**config.mk**
```make
export PLATFORM = sky130hd
export DESIGN_NAME = selection_sort_engine
export DESIGN_NICKNAME = d
export VERILOG_FILES = /design/src/sse_pkg.sv /design/src/selection_sort_engine.sv
export SDC_FILE = /design/constraint.sdc
export NUM_CORES = 2
export LEC_CHECK = 0
export ABC_AREA = 1
export BUFFER_PORTS_ARGS = -buffer_cell sky130_fd_sc_hd__buf_2
export CELL_PAD_IN_SITES_DETAIL_PLACEMENT = 1
export CELL_PAD_IN_SITES_GLOBAL_PLACEMENT = 2
export CORE_MARGIN = 2
export CORE_UTILIZATION = 45
export DETAILED_ROUTE_END_ITERATION = 7
export PLACE_DENSITY = 0.89
export RECOVER_POWER = 50
export SKIP_CTS_REPAIR_TIMING = 1
export SLEW_MARGIN = 20
export SYNTH_ARGS = -nofsm -noshare
export SYNTH_HDL_FRONTEND = slang
export SYNTH_SLANG_ARGS = --single-unit
```
**constraint.sdc**
```tcl
create_clock -name clk -period 6.6 [get_ports clk]
set_input_delay 0.66 -clock clk [delete_from_list [all_inputs] [get_ports clk]]
set_output_delay 0.66 -clock clk [all_outputs]
set_load 0.005 [all_outputs]
```
**src/sse_pkg.sv**
```systemverilog
package sse_pkg;

  localparam int MAX_ENTRIES = 64;
  localparam int ADDR_W      = $clog2(MAX_ENTRIES);
  localparam int CNT_W       = $clog2(MAX_ENTRIES + 1);
  localparam int DATA_W      = 32;

  typedef logic [ADDR_W-1:0] addr_t;
  typedef logic [CNT_W-1:0]  cnt_t;
  typedef logic [DATA_W-1:0] word_t;

endpackage

```
**src/selection_sort_engine.sv**
```systemverilog
// Selection sort engine: collects a set of signed 32-bit values, sorts them ascending, streams them out.
// Load: one value per cycle while in_tready is high; the item with in_tlast closes the set.
// Sort: pass k over N stored values streams N-k reads through the single read port, one
//   compare per cycle, then emits the minimum and writes back once the output register is free.
// Reset (rst_n low, synchronous) clears the control state and counters; the value store is not cleared.
module selection_sort_engine (
  input  logic        clk,
  input  logic        rst_n,
  input  logic        in_tvalid,
  output logic        in_tready,
  input  logic [31:0] in_tdata,   // [31:0] value
  input  logic        in_tlast,   // last_in
  output logic        out_tvalid,
  input  logic        out_tready,
  output logic [31:0] out_tdata,  // [31:0] sorted_value
  output logic        out_tlast,  // last_out
  output logic [0:0]  out_tuser   // [0] dropped
);

  typedef enum logic [1:0] {
    S_LOAD,
    S_SCAN,
    S_EMIT
  } state_t;

  state_t                state_r;
  sse_pkg::cnt_t         cnt_r;       // entries stored in the current set
  logic                  ovf_r;       // a value of this set was dropped
  sse_pkg::cnt_t         pos_r;       // position being filled by the current pass
  sse_pkg::cnt_t         rd_ptr_r;    // next entry to read in this pass
  sse_pkg::cnt_t         pipe_idx_r;  // entry whose data sits in rd_data_r
  logic                  pipe_vld_r;
  sse_pkg::word_t        rd_data_r;
  sse_pkg::word_t        min_r;
  sse_pkg::word_t        min_nxt;
  sse_pkg::cnt_t         best_r;
  sse_pkg::cnt_t         best_nxt;
  sse_pkg::word_t        pos_val_r;   // original value at pos, moved into the winner's slot
  sse_pkg::word_t        pos_val_nxt;

  logic                  out_tvalid_r;
  sse_pkg::word_t        out_tdata_r;
  logic                  out_tlast_r;
  logic                  out_tuser_r;

  sse_pkg::word_t        mem [sse_pkg::MAX_ENTRIES];

  logic                  in_acc;
  logic                  has_room;
  logic                  out_free;
  logic                  emit_go;
  logic                  rd_issue;
  logic                  first_hit;
  logic                  take;
  logic                  scan_done;
  logic                  last_pass;
  logic                  wr_en;
  sse_pkg::addr_t        wr_addr;
  sse_pkg::word_t        wr_data;

  assign in_tready  = (state_r == S_LOAD);
  assign in_acc     = in_tvalid && in_tready;
  assign has_room   = cnt_r < sse_pkg::CNT_W'(sse_pkg::MAX_ENTRIES);
  // Output register can take a new request when empty or being drained this cycle.
  assign out_free   = !out_tvalid_r || out_tready;
  assign emit_go    = (state_r == S_EMIT) && out_free;
  assign rd_issue   = (state_r == S_SCAN) && (rd_ptr_r < cnt_r);
  assign last_pass  = (pos_r == cnt_r - sse_pkg::CNT_W'(1));

  // Running minimum over the pass; strict less-than keeps the first of equal values.
  always_comb begin
    first_hit   = (pipe_idx_r == pos_r);
    take        = first_hit || ($signed(rd_data_r) < $signed(min_r));
    min_nxt     = min_r;
    best_nxt    = best_r;
    pos_val_nxt = pos_val_r;
    if (pipe_vld_r) begin
      if (take) begin
        min_nxt  = rd_data_r;
        best_nxt = pipe_idx_r;
      end
      if (first_hit) begin
        pos_val_nxt = rd_data_r;
      end
    end
  end

  assign scan_done = pipe_vld_r && (pipe_idx_r == cnt_r - sse_pkg::CNT_W'(1));

  // One write port: loading stores the new value, emitting moves the pos value into the
  // winner's slot (the winner itself leaves through the output).
  always_comb begin
    wr_en   = 1'b0;
    wr_addr = cnt_r[sse_pkg::ADDR_W-1:0];
    wr_data = in_tdata;
    if (state_r == S_LOAD) begin
      wr_en = in_acc && has_room;
    end else if (emit_go) begin
      wr_en   = 1'b1;
      wr_addr = best_r[sse_pkg::ADDR_W-1:0];
      wr_data = pos_val_r;
    end
  end

  always_ff @(posedge clk) begin
    if (wr_en) begin
      mem[wr_addr] <= wr_data;
    end
    rd_data_r <= mem[rd_ptr_r[sse_pkg::ADDR_W-1:0]];
  end

  always_ff @(posedge clk) begin
    if (!rst_n) begin
      state_r      <= S_LOAD;
      cnt_r        <= '0;
      ovf_r        <= 1'b0;
      pos_r        <= '0;
      rd_ptr_r     <= '0;
      pipe_idx_r   <= '0;
      pipe_vld_r   <= 1'b0;
      out_tvalid_r <= 1'b0;
    end else begin
      // Load a new request on emit, hold a waiting one, drop valid once taken.
      out_tvalid_r <= emit_go || (out_tvalid_r && !out_tready);
      pipe_vld_r <= rd_issue;
      pipe_idx_r <= rd_ptr_r;
      unique case (state_r)
        S_LOAD: begin
          if (in_acc) begin
            if (has_room) begin
              cnt_r <= cnt_r + sse_pkg::CNT_W'(1);
            end else begin
              ovf_r <= 1'b1;
            end
            if (in_tlast) begin
              pos_r    <= '0;
              rd_ptr_r <= '0;
              state_r  <= S_SCAN;
            end
          end
        end
        S_SCAN: begin
          if (rd_issue) begin
            rd_ptr_r <= rd_ptr_r + sse_pkg::CNT_W'(1);
          end
          min_r     <= min_nxt;
          best_r    <= best_nxt;
          pos_val_r <= pos_val_nxt;
          if (scan_done) begin
            state_r <= S_EMIT;
          end
        end
        S_EMIT: begin
          if (out_free) begin
            out_tdata_r  <= min_r;
            out_tlast_r  <= last_pass;
            out_tuser_r  <= ovf_r;
            if (last_pass) begin
              // Set done: drop counters and reopen the input.
              cnt_r   <= '0;
              ovf_r   <= 1'b0;
              state_r <= S_LOAD;
            end else begin
              pos_r    <= pos_r + sse_pkg::CNT_W'(1);
              rd_ptr_r <= pos_r + sse_pkg::CNT_W'(1);
              state_r  <= S_SCAN;
            end
          end
        end
        default: state_r <= S_LOAD;
      endcase
    end
  end

  assign out_tvalid = out_tvalid_r;
  assign out_tdata  = out_tdata_r;
  assign out_tlast  = out_tlast_r;
  assign out_tuser  = out_tuser_r;

  a_cnt_bound: assert property (@(posedge clk) disable iff (!rst_n)
    cnt_r <= sse_pkg::CNT_W'(sse_pkg::MAX_ENTRIES))
    else $error("entry count beyond capacity");

  a_pos_in_set: assert property (@(posedge clk) disable iff (!rst_n)
    (state_r == S_SCAN || state_r == S_EMIT) |-> (pos_r < cnt_r))
    else $error("sort position outside the stored set");

  a_best_range: assert property (@(posedge clk) disable iff (!rst_n)
    (state_r == S_EMIT) |-> (best_r >= pos_r && best_r < cnt_r))
    else $error("write-back slot outside the unsorted part");

  a_last_done: assert property (@(posedge clk) disable iff (!rst_n)
    (emit_go && last_pass) |=> (state_r == S_LOAD && cnt_r == '0 && out_tlast))
    else $error("set end did not reopen the input");

endmodule

```
* Yosys cells after proc, flatten, opt, wreduce, memory -nomap -nowiden
Memories as Yosys holds them, arrays and structs flattened. A register that Yosys moved wholly into a read port is not among the register bits.
Cells that the tools add are included.
** Cells by class
- Mux-type cells :: 31
- $add $sub $neg :: 4
- Reductions and logical operators :: 22
- Equality and inequality tests :: 14
- $lt $le $gt $ge :: 3
** Operators by type and width (count)
- $mux 32 :: 2
- $mux 7 :: 9
- $lt 32x32->1 :: 1
- $pmux 7 s2 :: 2
- $add 7x1->7 const B :: 3
- $eq 7x7->1 :: 3
- $pmux 7 s3 :: 1
- $reduce_and 5->1 :: 3
- $mux 6 :: 2
- $ne 2x2->1 const B :: 6
- $reduce_and 4->1 :: 3
- $mux 1 :: 9
- $mux 2 :: 4
- $lt 7x7->1 :: 1
- $lt 7x7->1 const B :: 1
- $sub 7x1->7 const B :: 1
- $logic_and 1x1->1 :: 6
- $ne 2x1->1 const B :: 3
- $pmux 2 s3 :: 1
- $reduce_and 6->1 :: 1
- $logic_or 1x1->1 :: 3
- $reduce_and 3->1 :: 1
- $reduce_bool 3->1 :: 1
- $eq 2x1->1 const B :: 1
- 5 further kinds :: 6
** Word-level totals
- Word-level logic and storage cells :: 89
- Memories :: 1
- RAM bits :: 2048
- Output and inout bits :: 36
- Register bits :: 137
** Memory list
- mem :: depth 64, bits a word 32, read ports 1, clocked after Yosys merged registers in 1, write ports 1, RTL line selection_sort_engine.sv:46 : sse_pkg::word_t mem [sse_pkg::MAX_ENTRIES];

* Longest topological paths before layout
- Word-level depth :: 7
- Gate-level depth with buffers :: 16
- Gate-level depth less buffers :: 16

* Worst setup path after synthesis
Ideal clock, no wire load.
- Path kind :: reg2reg
- Start :: register state_r[0]
- End :: memory mem[40][0] in the netlist's numbering (enable)
- Slack :: 1302 ps
- Setup time :: 502 ps
- Cell stages (with the launch flop) :: 10
- Clock period less this slack :: 5298 ps
- Data required time :: 6098 ps
- Arrival :: 4795 ps
- Path through :: dfxtp_1 > inv_1 > ha_1 > inv_1 > nand3_2 > o21ai_0 > inv_1 > nor2_1 > nand3_1 > nor4_1
** Between the ends
- Longest elaborated chain between the ends :: 6
- Elaborated cells between the ends (all ways) :: 11
- Classes of those cells :: 1 x eq/ne; 6 x mux; 4 x reduce/logical
** Ends and longest elaborated chain
- from (decl) :: RTL line selection_sort_engine.sv:26 : state_t state_r;
- from (signal assigned) :: RTL line selection_sort_engine.sv:114 : state_r <= S_LOAD;
- from (signal assigned) :: RTL line selection_sort_engine.sv:138 : state_r <= S_SCAN;
- from (signal assigned) :: RTL line selection_sort_engine.sv:150 : state_r <= S_EMIT;
- $logic_not 2->1 (*) :: RTL line selection_sort_engine.sv:61 : assign in_tready = (state_r == S_LOAD);
- net in_tready :: RTL line selection_sort_engine.sv:10 : output logic in_tready,
- $logic_and 1x1->1 :: RTL line selection_sort_engine.sv:62 : assign in_acc = in_tvalid && in_tready;
- $logic_and 1x1->1 :: RTL line selection_sort_engine.sv:97 : wr_en = in_acc && has_room;
- $mux 1 :: RTL line selection_sort_engine.sv:96 : if (state_r == S_LOAD) begin
- $mux 1 :: RTL line selection_sort_engine.sv:106 : if (wr_en) begin
- $mux 1 (not written as such) :: RTL line selection_sort_engine.sv:107 : mem[wr_addr] <= wr_data;
- to (decl) :: RTL line selection_sort_engine.sv:46
The timed path passes the listed nets; every way through them passes the cells marked *.

* Worst setup path after layout
- Start :: register state_r[0]
- End :: memory mem[60][20] in the netlist's numbering, data pin
** Between the ends
- Longest elaborated chain between the ends :: 4
- Elaborated cells between the ends (all ways) :: 5
- Classes of those cells :: 1 x eq/ne; 2 x mux; 2 x reduce/logical
** Ends and longest elaborated chain
- $eq 2x2->1 :: RTL line selection_sort_engine.sv:66 : assign emit_go = (state_r == S_EMIT) && out_free;
- $logic_and 1x1->1 :: RTL line selection_sort_engine.sv:66
- $mux 32 :: RTL line selection_sort_engine.sv:98 : end else if (emit_go) begin
- $mux 32 (*) :: RTL line selection_sort_engine.sv:96
- net wr_data[20] :: RTL line selection_sort_engine.sv:59 : sse_pkg::word_t wr_data;
Marked as above.

==> results.txt <==
----------------------------------------------------
[Status]
  Outcome ... complete, but fails checks
  Violations in the final reports ... max-capacitance violations, max-slew violations

[Timing]
  Fmax achieved ... 0.1893 GHz
  Rel. slew slack ... -1.416
  Worst hold margin ... 193.9 ps
  Hold Violations, Final ... 0
  Final max-slew violation count ... 2232
  Setup clock skew after layout ... 39.76 ps
  RSZ-0062 raised after global routing ... no
  Sum of negative setup slack ... 0 ps
  Total of endpoints with negative setup slack in the final report ... 0
  Crit share post-route ... 0.8003
  Transition time of the tightest slew-check pin ... 3624 ps
  Final worst path period need ... 5282 ps

[Min path]
  Worst Hold Endpoint ... out_tvalid
  Startpoint of the worst hold path ... out_tready
  Worst hold-check path type ... primary input to flip-flop
  Worst hold stages ... 4

[Critical path]
  Cell with the largest stage delay on the worst path ... clkbuf_1
  Nature of the critical path startpoint ... flip-flop
  Crit. End Element ... flip-flop
  Data required, critical path ... 6920 ps
  Critical path type ... flip-flop to flip-flop
  Reg-to-reg critical path endpoint ... mem[60][20]
  Critical R2R Launch ... state_r[0]
  Arr. time, crit path ... 5600 ps
  Max FO, Critical Path ... 33
  R2r setup slk ... 1320 ps
  Worst reg2reg path depth ... 6
  Cells along the critical path ... inv_1 > ha_1 > nand3_2 > buf_4 > mux2_1 > clkbuf_1
  Maximum single-stage delay on the critical path ... 1690 ps

[Floorplanning]
  Die width ... 445.8 um
  Standard-cell rows ... 162
  I/O pin count ... 73
  Die Span Y ... 445.8 um
  Initial core utilization ... 0.4519
  Area of the placeable core ... 194400 um^2
  Die Footprint ... 198800 um^2

[Place]
  Routability Congestion ... 0.9005
  HPWL Detailed ... 154900 um
  Number of port buffers ... 72

[Logic synthesis]
  Synthesized cell area ... 87840 um^2
  Predominant post-synthesis flop cell ... edfxtp_1
  Post-synth top cells ... edfxtp_1, nor2_1, o21ai_0, nand2_1, o22ai_1
  Unique cell type count in the Yosys netlist ... 44
  Area share of the largest cell type after synthesis ... 0.7357
  Number of flops mapped to enable cells by yosys ... 2152
  Proportion of synthesized chip area in sequential cells ... 0.7505
  Nets in the synthesized netlist ... 6945
  Gate count of the mapped netlist ... 6863
  Main area contributors after synthesis ... edfxtp_1, o21ai_0, nor2_1
  Leading area contributor after synthesis ... edfxtp_1
  Mean post-synth cell area ... 12.80 um^2
  Total number of yosys warnings ... 0
  Share of synthesized registers carrying an async set or reset ... 0
  Most numerous cell in the Yosys netlist ... edfxtp_1
  Count of state elements after synthesis ... 2217

[Cells and area]
  Layout Nets ... 6896
  Layout cells sized above 1 ... 0.07833
  Area added between synthesis and finish ... 11.91%
  Fillcell total ... 19260

[Global routing]
  Overall routing resource usage ... 0.2782
  Number of global-route vias before repair ... 61130
  Total congestion overflow ... 0
  First-pass GRT wire length ... 407000 um
  Number of antenna violations at the first check in global routing ... 16
  Maximum number of pins on one net before global-route repair ... 287

[Clock tree]
  TritonCTS buffer count ... 221
  Insertion delay of the later-clocked pin in the worst-skew pair ... 880 ps
  H-tree depth reported by CTS ... 4
  Library cell used as clock root buffer ... clkbuf_16
  Clock tree from TritonCTS ... done
  Number of sinks on the clock net ... 2217
  Clock input transition at the sequential cells of the worst setup and hold paths ... 60 ps
  Max Root-Sink Buffers ... 3

[Drt]
  Number of iterations in the first detailed-routing pass ... 6
  Routed wire length per instance ... 29.55 um
  Vias per cell ... 6.220
  DRC marker count from the first detailed-route iteration ... 8481
  Routed wire length ... 282000 um
  Post-route antenna net violation count ... 0
  Residual DRC ... 0
  Via count of the routed design ... 59360

[Power and ir drop]
  Static leakage ... 0.03238 uW
  Power density of the placed cells ... 440.4 nW/um^2
  Worst vdd rail ir drop ... 0.4646 mV

[Flow run]
  Maxcap violations ... 39

----------------------------------------------------
## how the worst max path moves through the flow
stage	from	end	slack, ps	cells after the start
6_report	state_r[0]	mem[60][20]	1320	6
5_1_grt	rd_ptr_r[0]	rd_data_r[7]	1130	9
4_1_cts	state_r[0]	mem[26][0]	1910	9
3_5_place_dp	state_r[0]	mem[26][24]	1900	9
3_3_place_gp	state_r[0]	mem[7][17]	2000	7
2_1_floorplan	state_r[0]	mem[40][0]	1300	9
## flip-flops by register name (all words and copies together) (netlist names), 2 cells and up
signal	flops
best_r	6
cnt_r	7
mem	2048
min_r	32
out_tdata	32
pipe_idx_r	7
pos_r	7
pos_val_r	32
rd_data_r	32
rd_ptr_r	7
state_r	2
## critical path: cells and delay by family, from the launching register on
| family | cells | cell delay, ps |
|---|---|---|
| and+or+nand+nor | 1 | 130 |
| DFF | 1 | 330 |
| buffers and inverters | 3 | 2080 |
| adders and majority gates | 1 | 610 |
| muxes | 1 | 1450 |
## cells by family after synthesis
| family | Yosys count | synth area share |
|---|---|---|
| mux | 32 | 0.004102 |
| fa+ha+maj | 45 | 0.006410 |
| xor+xnor | 10 | 0.0009971 |
| compound gates | 1620 | 0.1003 |
| flops | 2217 | 0.7505 |
| simple gates | 2365 | 0.1102 |
| buf+inv | 574 | 0.02752 |
## report_power, final
| group | internal [uW] | leakage, uW | switching, uW |
|---|---|---|---|
| Combinational | 3330 | 0.00911 | 10300 |
| Clock | 6900 | 0.00337 | 5440 |
| Sequential | 16600 | 0.0199 | 662 |
| Total | 26900 | 0.0324 | 16400 |
## layout make-up
type	instances	area, um^2	share of cell area
Clock inverter	113	1055	0.01073
Sequential cell	2217	65930	0.6707
Tap cell	2542	3181	0.03235
Clock buffer	292	5911	0.06013
Inverter	113	473.0	0.004811
Timing Repair Buffer	189	1768	0.01798
Multi-Input combinational cell	4072	19970	0.2031
Antenna cell	6	15.01	0.0001527
## layer usage
metal	wire length (um)	track usage
met4	12860	0.1262
met2	131200	0.4403
met5	45	0
met1	109400	0.3716
met3	28480	0.05620
## cells in the final DEF (no fill, tap or decap), types with 34 or more instances in the layout
master	netlist	final
nor2_1	1141	1086
buf_4	13	66
ha_1	45	45
buf_2	125	40
nand3_1	469	470
o22ai_1	512	512
edfxtp_1	2152	2152
clkbuf_16	0	224
o21ai_0	1054	1054
clkinv_1	4	47
nand2_1	674	675
nand4_1	34	34
dfxtp_1	65	62
inv_1	104	103
clkbuf_1	286	102
nor2_4	0	56
## per-stage QoR
step / area (um^2) / std cells / setup WS, ps / utilization / total power, uW
final: 98300 / 9544 / 1318 / 0.5057 / 43290
after global routing: 98290 / 9541 / 1126 / 0.5057 / 44770
after CTS: 97950 / 9513 / 1913 / 0.5039 / 43000
after detailed placement: 90980 / 9108 / 1905 / 0.4681 / 30650
after global placement: 90880 / 9104 / 2005 / 0.4675 / 30060
after floorplan: 87840 / 6863 / 1302 / - / 24950
Power figures use the tool's default switching activity.
